`config.mk`:
```
export PLATFORM = sky130hd
export DESIGN_NAME = xgcd_signed_32
export DESIGN_NICKNAME = d
export VERILOG_FILES = /design/src/rtl/xgcd_pkg.sv /design/src/rtl/xgcd_signed_32.sv /design/src/rtl/xgcd_div.sv
export SDC_FILE = /design/constraint.sdc
export NUM_CORES = 1
export LEC_CHECK = 0
export ABC_AREA = 1
export ABC_CLOCK_PERIOD_IN_PS = 25800
export BUFFER_PORTS_ARGS = -buffer_cell sky130_fd_sc_hd__buf_4
export CAP_MARGIN = 20
export CELL_PAD_IN_SITES_DETAIL_PLACEMENT = 0
export CELL_PAD_IN_SITES_GLOBAL_PLACEMENT = 2
export CORE_UTILIZATION = 40
export DETAILED_ROUTE_END_ITERATION = 6
export PLACE_DENSITY_LB_ADDON = 0.1
export SYNTH_ARGS = -nofsm -noshare
export SYNTH_HDL_FRONTEND = slang
export SYNTH_SLANG_ARGS = --single-unit
```
`constraint.sdc`:
```
create_clock -name clock -period 25.8 [get_ports clock]
set_clock_uncertainty 0.2 [all_clocks]
set_input_delay 6.45 -clock clock [delete_from_list [all_inputs] [get_ports clock]]
set_output_delay 6.45 -clock clock [all_outputs]
set_load 0.01 [all_outputs]
```
`src/rtl/xgcd_pkg.sv`:
```
// xgcd_pkg: shared widths, state codes and the request/response structs for
// the extended gcd block. Used by xgcd_div and xgcd_signed_32; no dependencies.

package xgcd_pkg;

   localparam int unsigned WORD_W   = 32;
   localparam int unsigned DIV_W    = 31;
   localparam int unsigned CNT_W    = 5;
   localparam int unsigned REQ_W    = 64;
   localparam int unsigned RSP_W    = 96;

   // sequencer state codes
   localparam logic [1:0] ST_IDLE = 2'd0;
   localparam logic [1:0] ST_LOAD = 2'd1;
   localparam logic [1:0] ST_WAIT = 2'd2;
   localparam logic [1:0] ST_FIN  = 2'd3;

   typedef logic [WORD_W-1:0] word_type;

   // sequencer to divider
   typedef struct packed {
      logic     start;
      word_type dividend;
      word_type divisor;
      word_type mul_a;
      word_type mul_b;
   } div_req_type;

   // divider to sequencer
   typedef struct packed {
      logic     done;
      word_type remainder;
      word_type prod_a;
      word_type prod_b;
   } div_rsp_type;

endpackage

```
`src/rtl/xgcd_signed_32.sv`:
```
// xgcd_signed_32: extended Euclid on signed 32-bit operands, sequencer around
// a shared serial divider/multiplier. Depends on xgcd_pkg and xgcd_div.
//
//   channel | dir | beat contents
//   req_    | in  | tdata: first_operand[31:0], second_operand[63:32]
//   rsp_    | out | tdata: divisor[30:0], first_cofactor[62:31],
//           |     |        second_cofactor[94:63], zero pad [95]
//
// a zero operand goes straight to the finish state; otherwise each Euclid
// step is one load, 32 divider bit steps and one cofactor update, so the
// run time of an item grows with its number of Euclid steps.
// reset is synchronous and returns the sequencer to idle with no result held.
// req_tready is high only while idle; a finished result waits in the output
// register, so a new item may be taken while rsp_ is stalled.

module xgcd_signed_32 (
   input  logic        clock,
   input  logic        reset,
   input  logic        req_tvalid,
   output logic        req_tready,
   input  logic [63:0] req_tdata,   // first_operand, second_operand
   output logic        rsp_tvalid,
   input  logic        rsp_tready,
   output logic [95:0] rsp_tdata    // divisor, first_cofactor, second_cofactor, pad
);

   logic [1:0]                state_ff, state_in;
   logic                      rsp_valid_ff, rsp_valid_in;
   logic [xgcd_pkg::RSP_W-1:0] rsp_data_ff, rsp_data_in;
   xgcd_pkg::word_type        m_ff, m_in, n_ff, n_in;
   xgcd_pkg::word_type        u_ff, u_in, v_ff, v_in;
   xgcd_pkg::word_type        a_ff, a_in, b_ff, b_in;
   logic                      negm_ff, negm_in, negn_ff, negn_in;

   xgcd_pkg::div_req_type     dreq;
   xgcd_pkg::div_rsp_type     drsp;

   xgcd_pkg::word_type        raw_m, raw_n, mag_m, mag_n;
   xgcd_pkg::word_type        fin_u, fin_v;
   logic                      req_beat, out_free;

   // operand magnitudes
   always_comb begin
      raw_m = req_tdata[xgcd_pkg::WORD_W-1:0];
      raw_n = req_tdata[xgcd_pkg::REQ_W-1:xgcd_pkg::WORD_W];
      mag_m = raw_m[xgcd_pkg::WORD_W-1] ? (~raw_m + 1'b1) : raw_m;
      mag_n = raw_n[xgcd_pkg::WORD_W-1] ? (~raw_n + 1'b1) : raw_n;
   end

   assign req_tready = (state_ff == xgcd_pkg::ST_IDLE);
   assign req_beat   = req_tvalid & req_tready;
   assign out_free   = ~rsp_valid_ff | rsp_tready;

   // shared divider
   always_comb begin
      dreq.start    = (state_ff == xgcd_pkg::ST_LOAD);
      dreq.dividend = m_ff;
      dreq.divisor  = n_ff;
      dreq.mul_a    = a_ff;
      dreq.mul_b    = b_ff;
   end

   xgcd_div u_div (
      .clock (clock),
      .reset (reset),
      .req   (dreq),
      .rsp   (drsp)
   );

   // final sign fix of the cofactors
   always_comb begin
      fin_u = negm_ff ? (~u_ff + 1'b1) : u_ff;
      fin_v = negn_ff ? (~v_ff + 1'b1) : v_ff;
   end

   // sequencer
   always_comb begin
      state_in     = state_ff;
      m_in         = m_ff;
      n_in         = n_ff;
      u_in         = u_ff;
      v_in         = v_ff;
      a_in         = a_ff;
      b_in         = b_ff;
      negm_in      = negm_ff;
      negn_in      = negn_ff;
      rsp_valid_in = rsp_valid_ff & ~rsp_tready;
      rsp_data_in  = rsp_data_ff;
      unique case (state_ff)
         xgcd_pkg::ST_IDLE: begin
            if (req_beat) begin
               a_in = '0;
               b_in = xgcd_pkg::word_type'(1);
               if (mag_n == '0) begin
                  m_in     = mag_m;
                  u_in     = xgcd_pkg::word_type'(1);
                  v_in     = '0;
                  negm_in  = 1'b0;
                  negn_in  = 1'b0;
                  state_in = xgcd_pkg::ST_FIN;
               end else if (mag_m == '0) begin
                  m_in     = mag_n;
                  u_in     = '0;
                  v_in     = xgcd_pkg::word_type'(1);
                  negm_in  = 1'b0;
                  negn_in  = 1'b0;
                  state_in = xgcd_pkg::ST_FIN;
               end else begin
                  m_in     = mag_m;
                  n_in     = mag_n;
                  u_in     = xgcd_pkg::word_type'(1);
                  v_in     = '0;
                  negm_in  = raw_m[xgcd_pkg::WORD_W-1];
                  negn_in  = raw_n[xgcd_pkg::WORD_W-1];
                  state_in = xgcd_pkg::ST_LOAD;
               end
            end
         end
         xgcd_pkg::ST_LOAD: begin
            state_in = xgcd_pkg::ST_WAIT;
         end
         xgcd_pkg::ST_WAIT: begin
            // one Euclid step: shift the pairs down, q*a and q*b from the divider
            if (drsp.done) begin
               m_in     = n_ff;
               n_in     = drsp.remainder;
               u_in     = a_ff;
               a_in     = u_ff - drsp.prod_a;
               v_in     = b_ff;
               b_in     = v_ff - drsp.prod_b;
               state_in = (drsp.remainder == '0) ? xgcd_pkg::ST_FIN : xgcd_pkg::ST_LOAD;
            end
         end
         xgcd_pkg::ST_FIN: begin
            if (out_free) begin
               rsp_valid_in = 1'b1;
               rsp_data_in  = {1'b0, fin_v, fin_u, m_ff[xgcd_pkg::DIV_W-1:0]};
               state_in     = xgcd_pkg::ST_IDLE;
            end
         end
         default: state_in = xgcd_pkg::ST_IDLE;
      endcase
   end

   // control registers
   always_ff @(posedge clock) begin
      if (reset) begin
         state_ff     <= xgcd_pkg::ST_IDLE;
         rsp_valid_ff <= 1'b0;
      end else begin
         state_ff     <= state_in;
         rsp_valid_ff <= rsp_valid_in;
      end
   end

   // payload registers
   always_ff @(posedge clock) begin
      m_ff        <= m_in;
      n_ff        <= n_in;
      u_ff        <= u_in;
      v_ff        <= v_in;
      a_ff        <= a_in;
      b_ff        <= b_in;
      negm_ff     <= negm_in;
      negn_ff     <= negn_in;
      rsp_data_ff <= rsp_data_in;
   end

   assign rsp_tvalid = rsp_valid_ff;
   assign rsp_tdata  = rsp_data_ff;

endmodule

```
`src/rtl/xgcd_div.sv`:
```
// xgcd_div: serial restoring divider, one quotient bit per cycle, that also
// builds q*a and q*b (mod 2^32) by shift-and-add as quotient bits appear.
// Depends on xgcd_pkg.

module xgcd_div (
   input  logic                 clock,
   input  logic                 reset,
   input  xgcd_pkg::div_req_type req,
   output xgcd_pkg::div_rsp_type rsp
);

   logic                          busy_ff, busy_in;
   logic                          done_ff, done_in;
   logic [xgcd_pkg::CNT_W-1:0]    cnt_ff, cnt_in;
   xgcd_pkg::word_type            rem_ff, rem_in;
   xgcd_pkg::word_type            dvd_ff, dvd_in;
   xgcd_pkg::word_type            pa_ff, pa_in;
   xgcd_pkg::word_type            pb_ff, pb_in;

   logic [xgcd_pkg::WORD_W:0]     shifted;
   logic [xgcd_pkg::WORD_W:0]     diff;
   logic                          qbit;

   // one restoring step: shift in next dividend bit, trial subtract
   always_comb begin
      shifted = {rem_ff, dvd_ff[xgcd_pkg::WORD_W-1]};
      diff    = shifted - {1'b0, req.divisor};
      qbit    = ~diff[xgcd_pkg::WORD_W];
   end

   // next-state for the iteration
   always_comb begin
      busy_in = busy_ff;
      done_in = 1'b0;
      cnt_in  = cnt_ff;
      rem_in  = rem_ff;
      dvd_in  = dvd_ff;
      pa_in   = pa_ff;
      pb_in   = pb_ff;
      if (req.start) begin
         busy_in = 1'b1;
         cnt_in  = '0;
         rem_in  = '0;
         dvd_in  = req.dividend;
         pa_in   = '0;
         pb_in   = '0;
      end else if (busy_ff) begin
         rem_in = qbit ? diff[xgcd_pkg::WORD_W-1:0] : shifted[xgcd_pkg::WORD_W-1:0];
         dvd_in = {dvd_ff[xgcd_pkg::WORD_W-2:0], 1'b0};
         pa_in  = {pa_ff[xgcd_pkg::WORD_W-2:0], 1'b0} + (qbit ? req.mul_a : '0);
         pb_in  = {pb_ff[xgcd_pkg::WORD_W-2:0], 1'b0} + (qbit ? req.mul_b : '0);
         cnt_in = cnt_ff + 1'b1;
         if (cnt_ff == {xgcd_pkg::CNT_W{1'b1}}) begin
            busy_in = 1'b0;
            done_in = 1'b1;
         end
      end
   end

   // control registers
   always_ff @(posedge clock) begin
      if (reset) begin
         busy_ff <= 1'b0;
         done_ff <= 1'b0;
         cnt_ff  <= '0;
      end else begin
         busy_ff <= busy_in;
         done_ff <= done_in;
         cnt_ff  <= cnt_in;
      end
   end

   // datapath registers
   always_ff @(posedge clock) begin
      rem_ff <= rem_in;
      dvd_ff <= dvd_in;
      pa_ff  <= pa_in;
      pb_ff  <= pb_in;
   end

   always_comb begin
      rsp.done      = done_ff;
      rsp.remainder = rem_ff;
      rsp.prod_a    = pa_ff;
      rsp.prod_b    = pb_ff;
   end

endmodule

```
==> summary.txt, run 1 <==
Outcome
  • Run status: finished, final reports clean

Global route
  • GR Layer Usage met1: 35.05%
  • Vias in the first global route: 24,900
  • Grt ovf: 0
  • Largest net degree at the start of global routing: 162
  • Met2 Resource Use GR: 41.16%
  • Initial antenna violation count: 1
  • Tot GR Track Use: 24.75%
  • GR peak layer: met2
  • Global-route wire length before repair: 142.4 mm
  • Met3 Use GR: 2.258%

Die
  • Top-Level Pins: 166
  • Full die area: 0.07297 sq mm
  • Area of the core: 0.07064 sq mm
  • Die Ht: 270.1 um
  • Die width: 270.1 um
  • Std-Cell Rows: 97
  • Starting Density: 40.71%

Yosys
  • Sequential-to-total area share from yosys stat: 40.90%
  • Async S/R FF share, synth: 0%
  • Synth warnings: 0
  • Top-area cell type share of the netlist area: 33.52%
  • Post-synth top cells: 971 x nand2_1, 524 x nor2_1, 468 x inv_1
  • Syn nets: 4,048
  • Seq cells post-synth: 427
  • Post-synth EDFFs: 321
  • Syn Inst Count: 3,815
  • Area contributors post-synth: edfxtp_1 34%, nand2_1 13%, dfxtp_1 7.4%
  • Post-Syn Area: 0.02876 sq mm
  • Syn_area_per_cell: 7.538 sq um
  • Ys flop type: edfxtp_1
  • Top-count cell post-synth: nand2_1
  • Synth cell types: 60
  • Largest area contributor in the netlist: edfxtp_1

Pwr
  • Logic pwr share: 48.8%
  • Internal Power: 1.954 mW
  • Maximum resistive drop on vdd: 79.73 uV
  • Sw Ratio: 46.05%
  • Clock share of power: 20.0%
  • Sw Pwr: 1.668 mW
  • Pwr dens: 111.2 mW/mm^2
  • Flop pwr share: 31.2%
  • Pleak: 14.47 nW

Clock network
  • H-tree Lvls: 2
  • Worst skew pair latency: 620 ps
  • Clock tree from TritonCTS: done
  • Cts hold-fix bufs: 0
  • Clock sinks: 427
  • Postcts setup bufs: 0
  • Cts repair resizes: 0
  • Clock root cell: clkbuf_16
  • Max Buffers Root-to-Sink: 3
  • Worst-path clk slew: 60 ps
  • Cts bufs inserted: 51

Detailed routing
  • # DRC: 0
  • Initial DRC Count: 1,719
  • Total vias in the final route: 25,640
  • Total Routed Length: 91.25 mm
  • Vias per cell: 5.191
  • Antenna Nets Post-Route: 0
  • DR pass1 iterations: 5
  • DR WL/cell: 18.47 um

Placement
  • DPL Wire Length: 70.75 mm
  • Placed Instance Area: 0.03089 sq mm
  • GPL Wtd Cong: 0.8718
  • PortBufs: 164

Timing
  • Final setup TNS: 0 ps
  • RSZ-0062 raised after global routing: false
  • # setup viols final: 0
  • Worst slew pin tran: 1205 ps
  • Tmin final: 8912 ps
  • Final hold violations: 0
  • Max-slew violation count: 0
  • Fmax: 112.2 MHz
  • Slew margin rel.: 19.69%
  • Fin crit share: 34.54%

Critical path
  • Crit path max fanout: 42
  • Crit path buf inv count: 3
  • Crit path cell chain: buf_4 -> inv_2 -> nor2_1 -> xor2_1 -> nand3_1 -> nor2_1 -> nand4_1 -> nor2_8 -> nand3_1 -> nand2_1 -> a21boi_4 -> buf_12
  • Critical Path Sink Type: flop
  • Kind of critical path: in -> reg
  • Req. time, crit path: 25,920 ps
  • CP peak stage delay: 470 ps
  • Slowest cell on crit path: nor2_8
  • WP data arrival: 9030 ps
  • Cell family with most CP delay: simple AND/OR/NAND/NOR gates
  • Startpoint Class: input pin

Finish
  • Layout cells sized above 1: 8.502%
  • Final Cell Area: 0.03257 sq mm
  • Number of inserted diodes: 0
  • Final nets: 4,190
  • Layout Area Growth over Synthesis: 13.26%
  • Post-Route Utilization: 46.11%

Hold path
  • Worst hold path type: reg -> reg

Run
  • MaxCap Viol Count: 0
-- per-stage QoR --
| step | power [mW] | setup slack, ps | cells | hold WS [ps] |
|---|---|---|---|---|
| finish | 3.622 | 16890 | 4939 | 223.6 |
| global route | 3.913 | 16690 | 4939 | 227.0 |
| detailed placement | 2.900 | 16150 | 4843 | 236.5 |
| floorplan | 2.373 | 9951 | 3815 | 226.4 |
| global placement | 2.902 | 16210 | 4843 | 232.5 |
| CTS | 3.635 | 16760 | 4938 | 203.7 |
-- worst register-to-register path: cells and delay by family (launching register included) --
kind | cells | cell delay (ps)
AO/OA/AOI/OAI | 5 | 1500
flip-flops | 1 | 370
adder cells (fa/ha/maj) | 4 | 1060
buffers and inverters | 6 | 1340
AND/OR/NAND/NOR | 13 | 1420
-- layout by cell type (no fill, tap or decap), types with 5 or more instances in the layout --
master,n
inv_1,466
o31ai_1,5
o211ai_1,21
o21ai_1,11
a21o_1,26
dfxtp_1,106
clkinv_2,10
o21a_1,19
buf_4,182
fa_1,5
nand2_1,970
a21oi_1,234
a221oi_1,5
or2_2,7
inv_2,14
o21bai_1,20
a31oi_1,30
nand3b_1,28
edfxtp_1,321
nand3_1,145
o22ai_1,28
o32ai_1,7
clkbuf_1,13
a21boi_0,15
nand4_1,70
clkinv_1,7
nor2_1,520
o21ai_0,244
ha_1,160
nor4_1,27
nor2_4,7
clkbuf_16,52
nor3_1,38
xnor2_1,32
nor2_2,13
xor2_1,65
nand2_2,16
-- cells by family (layout without fill, tap and decap cells) --
logic type                 count (synthesis)  in the layout  synth area share (%)
and+or+nand+nor                         1866           1866                 27.46
DFF                                      427            427                 40.90
xor gates and xnor gates                  97             97                 2.954
adders and majority gates                165            165                 7.310
other                                      1              1               0.01304
AOI/OAI and AO/OA                        682            682                 13.41
buffers and inverters                    577            761                 7.954
-- cell type report --
cell class | count | area, sq um
Multi-Input combinational cell | 2811 | 14760
Clock buffer | 67 | 1378
Timing Repair Buffer | 184 | 1406
Sequential cell | 427 | 11760
Inverter | 482 | 1812
Tap cell | 940 | 1176
Fill cell | 7392 | 38070
Clock inverter | 28 | 279.0
-- power groups by stage --
stage / sequential, mW / clock, mW / combinational, mW
4_1_cts: 1.13 / 0.739 / 1.76
3_5_place_dp: 1.15 / 0 / 1.75
5_1_grt: 1.15 / 0.765 / 1.99
2_1_floorplan: 1.11 / 0 / 1.26
3_3_place_gp: 1.14 / 0 / 1.76
6_report: 1.13 / 0.723 / 1.77
-- path summary, 6_finish.rpt --
kind / start / end / slack [ps] / cells after the start
worst max-delay path: req_tdata[31] / n_ff[28]$_DFFE_PP_ / 16890 / 12
worst max register to register: u_div.dvd_ff[31]$_DFFE_PP_ / u_div.pa_ff[31]$_SDFFE_PP0P_ / 19810 / 28
worst min register to register: m_ff[30]$_DFFE_PP_ / rsp_tdata[30]$_DFFE_PP_ / 220 / 0
worst min-delay path: m_ff[30]$_DFFE_PP_ / rsp_tdata[30]$_DFFE_PP_ / 220 / 0
-- layer usage --
layer / up-vias / share of wire (%)
met4: 0 / 1.4
met3: 78 / 3.8
met2: 497 / 46
met1: 12030 / 49
li1: 13040 / -
met5: - / 0
-- state kept, by name (all words and copies together) (netlist names) --
register,count
a_ff,32
b_ff,32
m_ff,32
n_ff,32
negm_ff,1
negn_ff,1
rsp_tdata,95
rsp_tvalid,1
state_ff,2
u_div.busy_ff,1
u_div.cnt_ff,5
u_div.done_ff,1
u_div.dvd_ff,32
u_div.pa_ff,32
u_div.pb_ff,32
u_div.rem_ff,32
u_ff,32
v_ff,32
No activity file was read; power rests on OpenSTA's default activity.
==> inputs of run 2 (changes only) <==
--- a/config.mk
+++ b/config.mk
@@ -6,12 +6,12 @@
 export NUM_CORES = 1
 export LEC_CHECK = 0
 export ABC_AREA = 1
-export ABC_CLOCK_PERIOD_IN_PS = 25800
+export ABC_CLOCK_PERIOD_IN_PS = 7200
 export BUFFER_PORTS_ARGS = -buffer_cell sky130_fd_sc_hd__buf_4
 export CAP_MARGIN = 20
 export CELL_PAD_IN_SITES_DETAIL_PLACEMENT = 0
 export CELL_PAD_IN_SITES_GLOBAL_PLACEMENT = 2
-export CORE_UTILIZATION = 40
+export CORE_UTILIZATION = 33
 export DETAILED_ROUTE_END_ITERATION = 6
 export PLACE_DENSITY_LB_ADDON = 0.1
 export SYNTH_ARGS = -nofsm -noshare
==> constraint.sdc (replaced) <==
create_clock -name clock -period 7.2 [get_ports clock]
set_clock_uncertainty 0.2 [all_clocks]
set_input_delay 1.8 -clock clock [delete_from_list [all_inputs] [get_ports clock]]
set_output_delay 1.8 -clock clock [all_outputs]
set_load 0.01 [all_outputs]
==> summary.txt, run 2 (same netlist as run 1, synthesis figures left out) <==
Pwr
  • Logic pwr share: 49.3%
  • Pleak: 14.43 nW
  • Internal Power: 7.040 mW
  • Flop pwr share: 31.2%
  • Total power draw: 13.13 mW
  • Pwr dens: 400.4 mW/mm^2
  • Maximum resistive drop on vdd: 239.3 uV
  • Sw Ratio: 46.39%
  • Sw Pwr: 6.091 mW
  • Clock share of power: 19.5%

Clock network
  • Worst skew pair latency: 600 ps
  • Clock tree from TritonCTS: done
  • Worst-path clk slew: 60 ps
  • Cts repair resizes: 0
  • Clock sinks: 427
  • H-tree Lvls: 2
  • Cts hold-fix bufs: 0
  • Clock root cell: clkbuf_16
  • Postcts setup bufs: 0
  • Cts bufs inserted: 52
  • Max Buffers Root-to-Sink: 3

Detailed routing
  • Antenna Nets Post-Route: 0
  • Total vias in the final route: 25,470
  • # DRC: 0
  • Initial DRC Count: 1,743
  • DR pass1 iterations: 7
  • DR WL/cell: 19.24 um
  • Vias per cell: 4.954
  • Total Routed Length: 98.93 mm

Critical path
  • Reg2Reg Depth: 25
  • Capturing point of the worst reg2reg path: u_div.pa_ff[18]$_SDFFE_PP0P_
  • Slowest cell on crit path: a21boi_0
  • Crit path max fanout: 27
  • Startpoint Class: flop
  • Kind of critical path: reg -> reg
  • R2R Path Start: n_ff[0]$_DFFE_PP_
  • Crit path buf inv count: 3
  • Cell family with most CP delay: simple AND/OR/NAND/NOR gates
  • Crit. path cell count: 25
  • Req. time, crit path: 7470 ps
  • WP data arrival: 5380 ps
  • Flop2flop setup slack: 2080 ps
  • Critical Path Sink Type: flop
  • CP peak stage delay: 550 ps
  • Crit-path most repeated cell: nand2_1

Die
  • Top-Level Pins: 166
  • Die Ht: 297.2 um
  • Starting Density: 33.56%
  • Full die area: 0.08832 sq mm
  • Std-Cell Rows: 107
  • Die width: 297.2 um
  • Area of the core: 0.08568 sq mm

Run
  • MaxCap Viol Count: 0

Timing
  • Fmax: 195.5 MHz
  • Slew margin rel.: 27.23%
  • Hold_ws: 252.3 ps
  • Final setup TNS: 0 ps
  • Final hold violations: 0
  • Fin crit share: 71.05%
  • RSZ-0062 raised after global routing: false
  • Worst Slack Setup Final: 2085 ps
  • Tmin final: 5115 ps
  • Worst slew pin tran: 1092 ps
  • # setup viols final: 0
  • Max-slew violation count: 0

Hold path
  • Min-delay src: m_ff[15]$_DFFE_PP_
  • Worst Hold End: rsp_tdata[15]$_DFFE_PP_
  • Worst hold path type: reg -> reg
  • Hold depth: 0

Placement
  • GPL Wtd Cong: 0.8455
  • Placed Instance Area: 0.03117 sq mm
  • DPL Wire Length: 76.94 mm
  • Pre-CTS setup slack: 2047 ps
  • PortBufs: 164
  • Inst Count DP: 5,047

Outcome
  • Run status: finished, final reports clean

Finish
  • Layout Area Growth over Synthesis: 14.04%
  • Post-Route Utilization: 38.27%
  • Final nets: 4,191
  • Commonest cells after routing, fill and taps aside: 970 x nand2_1, 520 x nor2_1, 464 x inv_1, 321 x edfxtp_1, 244 x o21ai_0
  • Fill count: 9,196
  • Most common cell after layout, fill and taps aside: nand2_1
  • Layout cells sized above 1: 8.304%
  • Finished Layout Cells: 5,142
  • Max FFs per register: 95
  • Final Cell Area: 0.03279 sq mm
  • Number of inserted diodes: 0

Global route
  • Tot GR Track Use: 22.05%
  • Largest net degree at the start of global routing: 152
  • Grt ovf: 0
  • Global-route wire length before repair: 151.5 mm
  • Initial antenna violation count: 1
  • Vias in the first global route: 24,940
==> run 2: cell types whose count changed in the layout (fill, tap and decap cells not counted), moves of 2 or more <==
| cell | delta |
|---|---|
| inv_6 | -2 |
| inv_1 | -2 |
| clkbuf_1 | +9 |
| clkinv_2 | -2 |
| clkinv_4 | -2 |
==> run 2: area by class of cell <==
class,instances,area [sq um],share of cell area [%]
timing repair buffer,184,1426,4.349
clock inverter,17,162.7,0.4960
sequential,427,11760,35.86
multi-input combinational,2811,14760,45.02
clock buffer,77,1436,4.380
inverter,482,1813,5.528
tap,1144,1431,4.365
==> run 2: power groups by stage <==
stage	logic (mW)	clock network, mW	registers, mW
2_1_floorplan	4.52	0	3.94
3_3_place_gp	6.52	0	4.16
3_5_place_dp	6.47	0	4.16
4_1_cts	6.51	2.64	4.11
5_1_grt	7.33	2.72	4.19
6_report	6.47	2.56	4.10
==> run 2: how the worst max path moves through the flow <==
| stage | start | to | slack (ps) |
|---|---|---|---|
| finish | n_ff[0]$_DFFE_PP_ | u_div.pa_ff[18]$_SDFFE_PP0P_ | 2080 |
| global placement | req_tdata[0] | n_ff[29]$_DFFE_PP_ | 2090 |
| CTS | n_ff[0]$_DFFE_PP_ | u_div.pa_ff[18]$_SDFFE_PP0P_ | 2070 |
| global route | n_ff[0]$_DFFE_PP_ | u_div.pa_ff[18]$_SDFFE_PP0P_ | 1590 |
| detailed placement | req_tdata[32] | n_ff[25]$_DFFE_PP_ | 2050 |
| floorplan | rsp_tready | rsp_tdata[0]$_DFFE_PP_ | 20 |
==> run 2: per-layer routing <==
metal	share of wire (%)	GRT usage, %	up-vias
met3	3.8	2.352	116
li1	-	-	13020
met4	2.4	5.584	2
met5	0.0091	0	-
met2	47	37.42	548
met1	46	29.80	11780
